### src/hw/rtl/clt_pkg.sv
`timescale 1ns / 1ps
// ----------------------------------------------------------------------------
// Command line tokenizer package
// Shared types, character codes, result kinds and result-building helpers.
// ----------------------------------------------------------------------------
package clt_pkg;

    localparam int DEF_MAX_TOKENS  = 16;
    localparam int DEF_TOKEN_BYTES = 256;

    // Most results one input byte can cause.
    localparam int MAX_RESULTS = 3;

    localparam logic [7:0] CH_NUL    = 8'h00;
    localparam logic [7:0] CH_LF     = 8'h0A;
    localparam logic [7:0] CH_SPACE  = 8'h20;
    localparam logic [7:0] CH_QUOTE  = 8'h22;
    localparam logic [7:0] CH_BSLASH = 8'h5C;
    localparam logic [7:0] CH_N      = 8'h6E;

    localparam logic [1:0] KIND_BYTE = 2'd0;
    localparam logic [1:0] KIND_END  = 2'd1;
    localparam logic [1:0] KIND_DONE = 2'd2;

    typedef enum logic [2:0] {
        M_BETWEEN,
        M_BARE,
        M_QUOTED,
        M_ESCAPE,
        M_CUTQ
    } t_mode;

    typedef struct packed {
        logic [1:0] kind;
        logic [3:0] token_index;
        logic [7:0] position;
        logic [7:0] out_byte;
        logic [4:0] token_count;
    } t_result;

    // All results caused by one input byte, in order, with their number.
    typedef struct packed {
        logic [1:0]                    n;
        t_result [MAX_RESULTS-1:0]     res;
    } t_bundle;

    function automatic t_result f_res(logic [1:0] kind, logic [3:0] idx,
                                      logic [7:0] pos, logic [7:0] byte_val,
                                      logic [4:0] cnt);
        t_result r;
        r.kind        = kind;
        r.token_index = idx;
        r.position    = pos;
        r.out_byte    = byte_val;
        r.token_count = cnt;
        return r;
    endfunction

    function automatic t_bundle f_push(t_bundle b, t_result r);
        t_bundle o;
        o            = b;
        o.res[b.n]   = r;
        o.n          = b.n + 2'd1;
        return o;
    endfunction

endpackage

### src/hw/rtl/clt_in_if.sv
`timescale 1ns / 1ps
// ----------------------------------------------------------------------------
// Tokenizer input channel
// Valid/ready channel that carries one input byte per item.
// ----------------------------------------------------------------------------
interface clt_in_if;
    logic       valid;
    logic       ready;
    logic [7:0] char_value;

    modport source (output valid, output char_value, input ready);
    modport sink   (input valid, input char_value, output ready);
endinterface

### src/hw/rtl/clt_out_if.sv
`timescale 1ns / 1ps
// ----------------------------------------------------------------------------
// Tokenizer result channel
// Valid/ready channel that carries one token byte, token end or line done.
// ----------------------------------------------------------------------------
interface clt_out_if;
    logic       valid;
    logic       ready;
    logic [1:0] kind;
    logic [3:0] token_index;
    logic [7:0] position;
    logic [7:0] out_byte;
    logic [4:0] token_count;
    logic       last;

    modport source (output valid, output kind, output token_index, output position,
                    output out_byte, output token_count, output last, input ready);
    modport sink   (input valid, input kind, input token_index, input position,
                    input out_byte, input token_count, input last, output ready);
endinterface

### src/hw/rtl/clt_step.sv
`timescale 1ns / 1ps
// ----------------------------------------------------------------------------
// Tokenizer step logic
// Next mode, token count and byte position plus the results for one byte.
// ----------------------------------------------------------------------------
module clt_step
    import clt_pkg::*;
#(
    parameter int MAX_TOKENS  = DEF_MAX_TOKENS,
    parameter int TOKEN_BYTES = DEF_TOKEN_BYTES,
    parameter int CNT_W       = $clog2(MAX_TOKENS + 1),
    parameter int CP_W        = $clog2(TOKEN_BYTES)
) (
    input  logic [7:0]      i_byte,
    input  t_mode           i_mode,
    input  logic [CNT_W-1:0] i_count,
    input  logic [CP_W-1:0]  i_cpos,
    output t_mode           o_mode,
    output logic [CNT_W-1:0] o_count,
    output logic [CP_W-1:0]  o_cpos,
    output t_bundle         o_bundle
);

    t_bundle          b;
    t_mode            md;
    t_mode            st_mode;
    logic [CNT_W-1:0] cnt;
    logic [CP_W-1:0]  cp;
    logic [CP_W:0]    cp_inc;
    logic             do_store;
    logic [7:0]       st_byte;

    always_comb begin
        b        = '0;
        md       = i_mode;
        cnt      = i_count;
        cp       = i_cpos;
        cp_inc   = '0;
        do_store = 1'b0;
        st_byte  = i_byte;
        st_mode  = M_BETWEEN;

        if (i_byte == CH_NUL) begin
            unique case (i_mode) inside
                M_ESCAPE: begin
                    // A dangling backslash is kept as a plain token byte.
                    cp_inc = {1'b0, cp} + (CP_W+1)'(1);
                    b   = f_push(b, f_res(KIND_BYTE, 4'(cnt), 8'(cp), CH_BSLASH, 5'd0));
                    b   = f_push(b, f_res(KIND_END, 4'(cnt), 8'(cp_inc), 8'd0, 5'd0));
                    cnt = cnt + CNT_W'(1);
                end
                M_BARE, M_QUOTED: begin
                    b   = f_push(b, f_res(KIND_END, 4'(cnt), 8'(cp), 8'd0, 5'd0));
                    cnt = cnt + CNT_W'(1);
                end
                default: begin
                end
            endcase
            b   = f_push(b, f_res(KIND_DONE, 4'd0, 8'd0, 8'd0, 5'(cnt)));
            md  = M_BETWEEN;
            cnt = '0;
            cp  = '0;
        end else begin
            unique case (i_mode) inside
                M_BARE: begin
                    if (i_byte == CH_SPACE) begin
                        b   = f_push(b, f_res(KIND_END, 4'(cnt), 8'(cp), 8'd0, 5'd0));
                        cnt = cnt + CNT_W'(1);
                        cp  = '0;
                        md  = M_BETWEEN;
                    end else begin
                        do_store = 1'b1;
                    end
                end
                M_QUOTED: begin
                    if (i_byte == CH_QUOTE) begin
                        b   = f_push(b, f_res(KIND_END, 4'(cnt), 8'(cp), 8'd0, 5'd0));
                        cnt = cnt + CNT_W'(1);
                        cp  = '0;
                        md  = M_BETWEEN;
                    end else if (i_byte == CH_BSLASH) begin
                        md = M_ESCAPE;
                    end else begin
                        do_store = 1'b1;
                        st_mode  = M_CUTQ;
                    end
                end
                M_ESCAPE: begin
                    md       = M_QUOTED;
                    do_store = 1'b1;
                    st_mode  = M_CUTQ;
                    st_byte  = (i_byte == CH_N) ? CH_LF : i_byte;
                end
                default: begin
                    md = M_BETWEEN;
                    // The quote right after a cut quoted token is swallowed.
                    if (!(i_mode == M_CUTQ && i_byte == CH_QUOTE) &&
                        cnt < CNT_W'(MAX_TOKENS) && i_byte != CH_SPACE) begin
                        cp = '0;
                        if (i_byte == CH_QUOTE) begin
                            md = M_QUOTED;
                        end else begin
                            md       = M_BARE;
                            do_store = 1'b1;
                        end
                    end
                end
            endcase
        end

        if (do_store) begin
            b      = f_push(b, f_res(KIND_BYTE, 4'(cnt), 8'(cp), st_byte, 5'd0));
            cp_inc = {1'b0, cp} + (CP_W+1)'(1);
            // A full token is closed and the following bytes open a new one.
            if (cp_inc >= (CP_W+1)'(TOKEN_BYTES - 1)) begin
                b   = f_push(b, f_res(KIND_END, 4'(cnt), 8'(cp_inc), 8'd0, 5'd0));
                cnt = cnt + CNT_W'(1);
                cp  = '0;
                md  = st_mode;
            end else begin
                cp = cp_inc[CP_W-1:0];
            end
        end

        o_mode   = md;
        o_count  = cnt;
        o_cpos   = cp;
        o_bundle = b;
    end

endmodule

### src/hw/rtl/clt_emit.sv
`timescale 1ns / 1ps
// ----------------------------------------------------------------------------
// Tokenizer result emitter
// Holds the results of one byte and hands them out one item per handshake.
// ----------------------------------------------------------------------------
module clt_emit
    import clt_pkg::*;
(
    input  logic        i_clk,
    input  logic        i_rst_n,
    input  logic        i_load,
    input  t_bundle     i_bundle,
    output logic        o_free,
    clt_out_if.source   o_res_ch
);

    logic        r_valid;
    t_bundle     r_bundle;
    logic [1:0]  r_idx;
    logic        pop;
    logic        last_res;
    t_result     cur;

    assign cur      = r_bundle.res[r_idx];
    assign last_res = (r_idx == r_bundle.n - 2'd1);
    assign pop      = r_valid && o_res_ch.ready;
    assign o_free   = !r_valid || (pop && last_res);

    always_ff @(posedge i_clk) begin
        if (!i_rst_n) begin
            r_valid <= 1'b0;
            r_idx   <= '0;
        end else begin
            if (i_load && i_bundle.n != 2'd0) begin
                r_valid  <= 1'b1;
                r_bundle <= i_bundle;
                r_idx    <= '0;
            end else if (pop) begin
                if (last_res) begin
                    r_valid <= 1'b0;
                end
                r_idx <= r_idx + 2'd1;
            end
        end
    end

    assign o_res_ch.valid       = r_valid;
    assign o_res_ch.kind        = cur.kind;
    assign o_res_ch.token_index = cur.token_index;
    assign o_res_ch.position    = cur.position;
    assign o_res_ch.out_byte    = cur.out_byte;
    assign o_res_ch.token_count = cur.token_count;
    assign o_res_ch.last        = last_res;

endmodule

### src/hw/rtl/command_line_tokenizer.sv
`timescale 1ns / 1ps
// ----------------------------------------------------------------------------
// Command line tokenizer
// Splits a byte stream into bare and quoted tokens, one byte per item.
// ----------------------------------------------------------------------------
//  Channel    Dir  Payload                                         Handshake
//  i_char_ch  in   char_value                                      valid/ready
//  o_tok_ch   out  kind, token_index, position, out_byte,          valid/ready
//                  token_count, last
//
//  An accepted byte is latched in the input register, then decoded
//  combinationally into up to three results that are loaded into an output
//  register once it is free; the first result is then offered on o_tok_ch.
//  Throughput is one byte per cycle while each byte gives at most one result
//  and o_tok_ch is ready; a byte with more results holds the output register
//  until the last is taken. Reset clears the mode, token count and position.
//  A stalled result channel backs up into the input register and then i_char_ch.
// ----------------------------------------------------------------------------
module command_line_tokenizer
    import clt_pkg::*;
#(
    parameter int MAX_TOKENS  = DEF_MAX_TOKENS,
    parameter int TOKEN_BYTES = DEF_TOKEN_BYTES
) (
    input  logic       i_clk,
    input  logic       i_rst_n,
    clt_in_if.sink     i_char_ch,
    clt_out_if.source  o_tok_ch
);

    localparam int CNT_W = $clog2(MAX_TOKENS + 1);
    localparam int CP_W  = $clog2(TOKEN_BYTES);

    logic             r_in_valid;
    logic [7:0]       r_in_byte;
    t_mode            r_mode;
    logic [CNT_W-1:0] r_count;
    logic [CP_W-1:0]  r_cpos;

    t_mode            n_mode;
    logic [CNT_W-1:0] n_count;
    logic [CP_W-1:0]  n_cpos;
    t_bundle          step_bundle;
    logic             emit_free;
    logic             proc;

    assign proc            = r_in_valid && emit_free;
    assign i_char_ch.ready = !r_in_valid || proc;

    always_ff @(posedge i_clk) begin
        if (!i_rst_n) begin
            r_in_valid <= 1'b0;
            r_mode     <= M_BETWEEN;
            r_count    <= '0;
            r_cpos     <= '0;
        end else begin
            if (i_char_ch.valid && i_char_ch.ready) begin
                r_in_valid <= 1'b1;
                r_in_byte  <= i_char_ch.char_value;
            end else if (proc) begin
                r_in_valid <= 1'b0;
            end
            if (proc) begin
                r_mode  <= n_mode;
                r_count <= n_count;
                r_cpos  <= n_cpos;
            end
        end
    end

    clt_step #(
        .MAX_TOKENS  (MAX_TOKENS),
        .TOKEN_BYTES (TOKEN_BYTES),
        .CNT_W       (CNT_W),
        .CP_W        (CP_W)
    ) u_step (
        .i_byte   (r_in_byte),
        .i_mode   (r_mode),
        .i_count  (r_count),
        .i_cpos   (r_cpos),
        .o_mode   (n_mode),
        .o_count  (n_count),
        .o_cpos   (n_cpos),
        .o_bundle (step_bundle)
    );

    clt_emit u_emit (
        .i_clk    (i_clk),
        .i_rst_n  (i_rst_n),
        .i_load   (proc),
        .i_bundle (step_bundle),
        .o_free   (emit_free),
        .o_res_ch (o_tok_ch)
    );

`ifndef SYNTH
    a_count_range: assert property (@(posedge i_clk) disable iff (!i_rst_n)
        r_count <= CNT_W'(MAX_TOKENS))
        else $error("token count above limit");

    a_cpos_range: assert property (@(posedge i_clk) disable iff (!i_rst_n)
        {1'b0, r_cpos} < (CP_W+1)'(TOKEN_BYTES - 1))
        else $error("open token longer than the cut length");

    a_line_reset: assert property (@(posedge i_clk) disable iff (!i_rst_n)
        proc && r_in_byte == CH_NUL |=> r_mode == M_BETWEEN && r_count == '0 &&
        r_cpos == '0)
        else $error("line end did not clear the tokenizer state");

    a_done_last: assert property (@(posedge i_clk) disable iff (!i_rst_n)
        o_tok_ch.valid && o_tok_ch.kind == KIND_DONE |-> o_tok_ch.last)
        else $error("line done is not the final result of its item");
`endif

endmodule

### src/flat_wrapper.sv
// flat-port wrapper written by rule: the top's interface ports become plain ports
module command_line_tokenizer_flat import clt_pkg::*;
#(
    parameter int MAX_TOKENS  = DEF_MAX_TOKENS,
    parameter int TOKEN_BYTES = DEF_TOKEN_BYTES
)
  (i_clk, i_rst_n, i_char_ch_valid, i_char_ch_char_value, i_char_ch_ready, o_tok_ch_valid, o_tok_ch_kind, o_tok_ch_token_index, o_tok_ch_position, o_tok_ch_out_byte, o_tok_ch_token_count, o_tok_ch_last, o_tok_ch_ready);
  clt_in_if i_char_ch_i ();
  clt_out_if o_tok_ch_i ();
  input  logic i_clk;
  input  logic i_rst_n;
  input wire logic [$bits(i_char_ch_i.valid)-1:0] i_char_ch_valid;
  input wire logic [$bits(i_char_ch_i.char_value)-1:0] i_char_ch_char_value;
  output wire logic [$bits(i_char_ch_i.ready)-1:0] i_char_ch_ready;
  output wire logic [$bits(o_tok_ch_i.valid)-1:0] o_tok_ch_valid;
  output wire logic [$bits(o_tok_ch_i.kind)-1:0] o_tok_ch_kind;
  output wire logic [$bits(o_tok_ch_i.token_index)-1:0] o_tok_ch_token_index;
  output wire logic [$bits(o_tok_ch_i.position)-1:0] o_tok_ch_position;
  output wire logic [$bits(o_tok_ch_i.out_byte)-1:0] o_tok_ch_out_byte;
  output wire logic [$bits(o_tok_ch_i.token_count)-1:0] o_tok_ch_token_count;
  output wire logic [$bits(o_tok_ch_i.last)-1:0] o_tok_ch_last;
  input wire logic [$bits(o_tok_ch_i.ready)-1:0] o_tok_ch_ready;
  assign i_char_ch_i.valid = i_char_ch_valid;
  assign i_char_ch_i.char_value = i_char_ch_char_value;
  assign i_char_ch_ready = i_char_ch_i.ready;
  assign o_tok_ch_valid = o_tok_ch_i.valid;
  assign o_tok_ch_kind = o_tok_ch_i.kind;
  assign o_tok_ch_token_index = o_tok_ch_i.token_index;
  assign o_tok_ch_position = o_tok_ch_i.position;
  assign o_tok_ch_out_byte = o_tok_ch_i.out_byte;
  assign o_tok_ch_token_count = o_tok_ch_i.token_count;
  assign o_tok_ch_last = o_tok_ch_i.last;
  assign o_tok_ch_i.ready = o_tok_ch_ready;
  command_line_tokenizer #(.MAX_TOKENS(MAX_TOKENS), .TOKEN_BYTES(TOKEN_BYTES)) u_core (.i_clk(i_clk), .i_rst_n(i_rst_n), .i_char_ch(i_char_ch_i), .o_tok_ch(o_tok_ch_i));
endmodule
### config.mk
export PLATFORM = sky130hd
export DESIGN_NAME = command_line_tokenizer_flat
export DESIGN_NICKNAME = d
export VERILOG_FILES = /design/src/hw/rtl/clt_pkg.sv /design/src/hw/rtl/clt_in_if.sv /design/src/hw/rtl/clt_out_if.sv /design/src/hw/rtl/clt_step.sv /design/src/hw/rtl/clt_emit.sv /design/src/hw/rtl/command_line_tokenizer.sv /design/src/flat_wrapper.sv
export SDC_FILE = /design/constraint.sdc
export NUM_CORES = 1
export LEC_CHECK = 0
export ABC_AREA = 1
export ABC_CLOCK_PERIOD_IN_PS = 4100
export BUFFER_PORTS_ARGS = -buffer_cell sky130_fd_sc_hd__buf_4
export CORE_MARGIN = 2
export CORE_UTILIZATION = 28
export DETAILED_ROUTE_END_ITERATION = 10
export SLEW_MARGIN = 20
export SYNTH_ARGS = -nofsm -noshare
export SYNTH_HDL_FRONTEND = slang
export SYNTH_SLANG_ARGS = --single-unit
### constraint.sdc
create_clock -name i_clk -period 4.1 [get_ports i_clk]
set_input_delay 0.41 -clock i_clk [delete_from_list [all_inputs] [get_ports i_clk]]
set_output_delay 0.41 -clock i_clk [all_outputs]
set_load 0.03 [all_outputs]
==> summary.txt <==
Min path
  – Hold Crit Class: input port to register
  – Source of the worst hold timing path: i_char_ch_char_value[6]

Job
  – Max_cap viols: 0

Logic synthesis
  – Post-Syn Area: 6450 µm²
  – Synth Flop Type: edfxtp_1
  – Syn_area_per_cell: 8.42 µm²
  – Synthesis-stage register bit count: around 110
  – Post-synth ARST share: 0
  – Synth top area share: 0.423
  – Syn nets: approximately 790
  – Most frequent cells after synthesis: nor2_1 (142), nand2_1 (106), edfxtp_1 (91)
  – Post-synth top area cell: edfxtp_1
  – Distinct cell type count after synthesis: 49
  – Most common cell in the netlist: nor2_1
  – Gate Count Post-Synth: between 700 and 800
  – Largest cells by area after synthesis: edfxtp_1 (42%), nor2_1 (8.3%), dfxtp_1 (6.2%)
  – Post-synth EDFFs: 91
  – Yosys warning count: 0
  – Register area share after synthesis: 0.485

Floorplan
  – Die X: 156 µm
  – Initial core utilization: 0.285
  – IO Count: 42
  – Row count: 55
  – Core area: roughly 23000 µm²
  – Die area: 24300 µm²
  – Die extent in y: 156 µm

STA
  – Final setup TNS: 0 ps
  – Final Slew Violations: 0
  – Max frequency: 0.276 GHz
  – Final Hold Vio Count: 0
  – Worst rel slew slack: 0.605
  – Setup WS post-layout: 481 ps
  – Slew @ Worst Pin: between 500 and 600 ps
  – Tcrit/Tclk final: 0.883
  – Skew final: around 13 ps
  – Final setup vio count: 0
  – RSZ-0062 raised after global routing: false
  – Fin crit period: 3620 ps

Global route
  – First-pass GRT wire length: 27800 µm
  – Vias in the first global route: 5079
  – Global Route met2 Usage: 0.230
  – Met1 Usage GRT: 0.204
  – Total GRT Usage: 0.145
  – Gr ovfl total: 0
  – Met3 usage: 0.0261
  – Maximum number of pins on one net before global-route repair: 56
  – Initial antenna violation count: 0
  – Gr busiest metal: met2

Detailed routing
  – Number of remaining DRC errors: 0
  – Via Count: 5381
  – DRT Pass-1 Iters: 5
  – Via/cell ratio: 4.91
  – Antenna-violating nets left: 0
  – Drt wl/cell: 15.7 µm
  – Drt total wl: 17200 µm
  – Initial DRC count: 528

Clock tree
  – CTS Hold Buffers Added: 0
  – Register clock-pin slew on the reported worst setup and hold paths: 80 ps
  – CTS root buffer: clkbuf_16
  – CTS Sinks: 111
  – Num CTS Buffers: 9
  – CTS tree: built
  – Longest Clk Path Bufs: 2
  – H-tree Lvls: 3
  – Clk_lat worst skew: 350 ps

Placement
  – Post-DP HPWL: approximately 13000 µm
  – IO buf count: 41
  – RePlAce Congestion: 0.881
  – Pre-CTS setup slack: 358 ps

Setup path
  – CP Max Fanout: 38
  – Worst endpoint required time: 4140 ps
  – RR Startpoint: u_core.r_in_byte[7]$_DFFE_PP_
  – Setup crit start kind: register
  – Critical path type: register to register
  – Setup crit end kind: register
  – Arr. time, crit path: 3660 ps
  – CP startpoint: u_core.r_in_byte[7]$_DFFE_PP_

Final layout
  – Register area: 3130 µm²
  – Nets: 832
  – Area occupied by multi-input gates: a little under 3000 µm²
  – Filler Cell Count: 2333
  – Share of cells above drive strength 1: 0.156
  – Layout area overhead: 15.7%
  – Antenna Cells: 0
  – Util after Layout: 0.330

Power and ir drop
  – Seq pwr share: 0.479
  – Largest vdd supply drop: 0.000234 V
  – Clk pwr share: 0.339
  – Internal power: 1.94 mW
  – Combinational fraction of design power: 0.182
  – Psw: 0.809 mW
  – Sw Share: 0.295
  – Cell area power density: 368 nW/µm²
  – Leak: 2.77 nW

Run status
  – Status: finished clean
-- registers in the layout, indices dropped and copies added (netlist names) --
| signal | flops |
|---|---|
| u_core.u_emit.r_bundle | 83 |
| u_core.r_cpos | 8 |
| u_core.r_mode | 3 |
| u_core.u_emit.r_idx | 2 |
| u_core.r_count | 5 |
| u_core.r_in_byte | 8 |
| u_core.u_emit.o_res_ch.valid | 1 |
| u_core.r_in_valid | 1 |
-- path summary, 6_finish.rpt --
path | endpoint | slack (ps) | depth (start not counted)
worst min-delay path | u_core.r_in_byte[6]$_DFFE_PP_ | 230 | 1
worst max-delay path | u_core.u_emit.r_bundle[21]$_DFFE_PP_ | 480 | 23
worst max register to register | u_core.u_emit.r_bundle[21]$_DFFE_PP_ | 480 | 23
worst min register to register | u_core.r_mode[2]$_SDFFE_PN0P_ | 490 | 2
-- power groups by stage --
| stage | Sequential, mW | Combinational [mW] | Clock (mW) |
|---|---|---|---|
| 2_1_floorplan | 1.33 | 0.342 | 0 |
| 4_1_cts | 1.31 | 0.498 | 0.949 |
| 3_3_place_gp | 1.34 | 0.496 | 0 |
| 6_report | 1.31 | 0.500 | 0.931 |
| 3_5_place_dp | 1.34 | 0.496 | 0 |
| 5_1_grt | 1.32 | 0.548 | 0.996 |
-- layout make-up --
class	instances	share of cell area
Clock buffer	10	0.0320
Clock inverter	6	0.0104
Inverter	82	0.0427
Multi-Input combinational cell	543	0.386
Sequential cell	111	0.420
Tap cell	285	0.0477
Timing Repair Buffer	58	0.0616
-- what timing repair did --
| action | CTS | global route |
|---|---|---|
| buffers inserted | 0 | 2 |
| gates resized for setup | 0 | 0 |
| setup endpoints to repair | 0 | 71 |
-- through the flow --
stage                     instance area, µm²  cells  total power [mW]  hold slack, ps
after detailed placement                7140   1077              1.84             477
after floorplan                         6470    767              1.68             458
final                                   7470   1095              2.75             228
after CTS                               7450   1093              2.76             220
after global placement                  7140   1077              1.83             469
after global routing                    7470   1095              2.87             215
-- placed cells by master (no fill, tap or decap), types with 7 or more instances in the layout --
master     instances
clkbuf_16          9
xor2_1             7
o31ai_1           30
nand2_1          106
inv_1             66
buf_4             56
dfxtp_1           19
o21ai_0           42
o21ai_1           17
nor2_1           139
nor2_2            10
nand2_2            8
ha_1              15
nand3_1           65
a21oi_1           47
edfxtp_1          91
inv_2             11
-- critical path: stages (launching register included) --
cell and delay [ps]:
edfxtp_1 400, inv_2 100, nand2_1 110, nor2_1 160
nand2_1 120, nand4_4 170, nand2_8 120, nor2_2 230
ha_1 240, inv_1 70, nor2_2 180, nand3_1 90
nand2_1 70, nand2_1 60, inv_2 70, nand2_2 100
nand2_8 120, nand2_1 70, nand2_1 50, nand2_1 60
nand3_1 110, nand3_1 140, clkinvlp_4 200, buf_12 230
-- per-layer routing --
| metal | vias to the layer above | routed length, µm | share of wire |
|---|---|---|---|
| met5 | - | 0 | 0 |
| met1 | 2528 | 8090 | 0.47 |
| li1 | 2709 | - | - |
| met3 | 16 | 982 | 0.057 |
| met4 | 0 | 276 | 0.016 |
| met2 | 128 | 7890 | 0.46 |
-- cell families (layout without fill, tap and decap cells) --
kind of cell             count (synthesis)  in the layout  synth area share
AND/OR/NAND/NOR                        356            356             0.255
flip-flops                             111            111             0.485
AO/OA/AOI/OAI                          161            161             0.145
buffers and inverters                  113            156            0.0700
multiplexers                             1              1           0.00155
adder cells (fa/ha/maj)                 15             15            0.0291
XOR/XNOR                                10             10            0.0136
No activity file was read; power rests on OpenSTA's default activity.
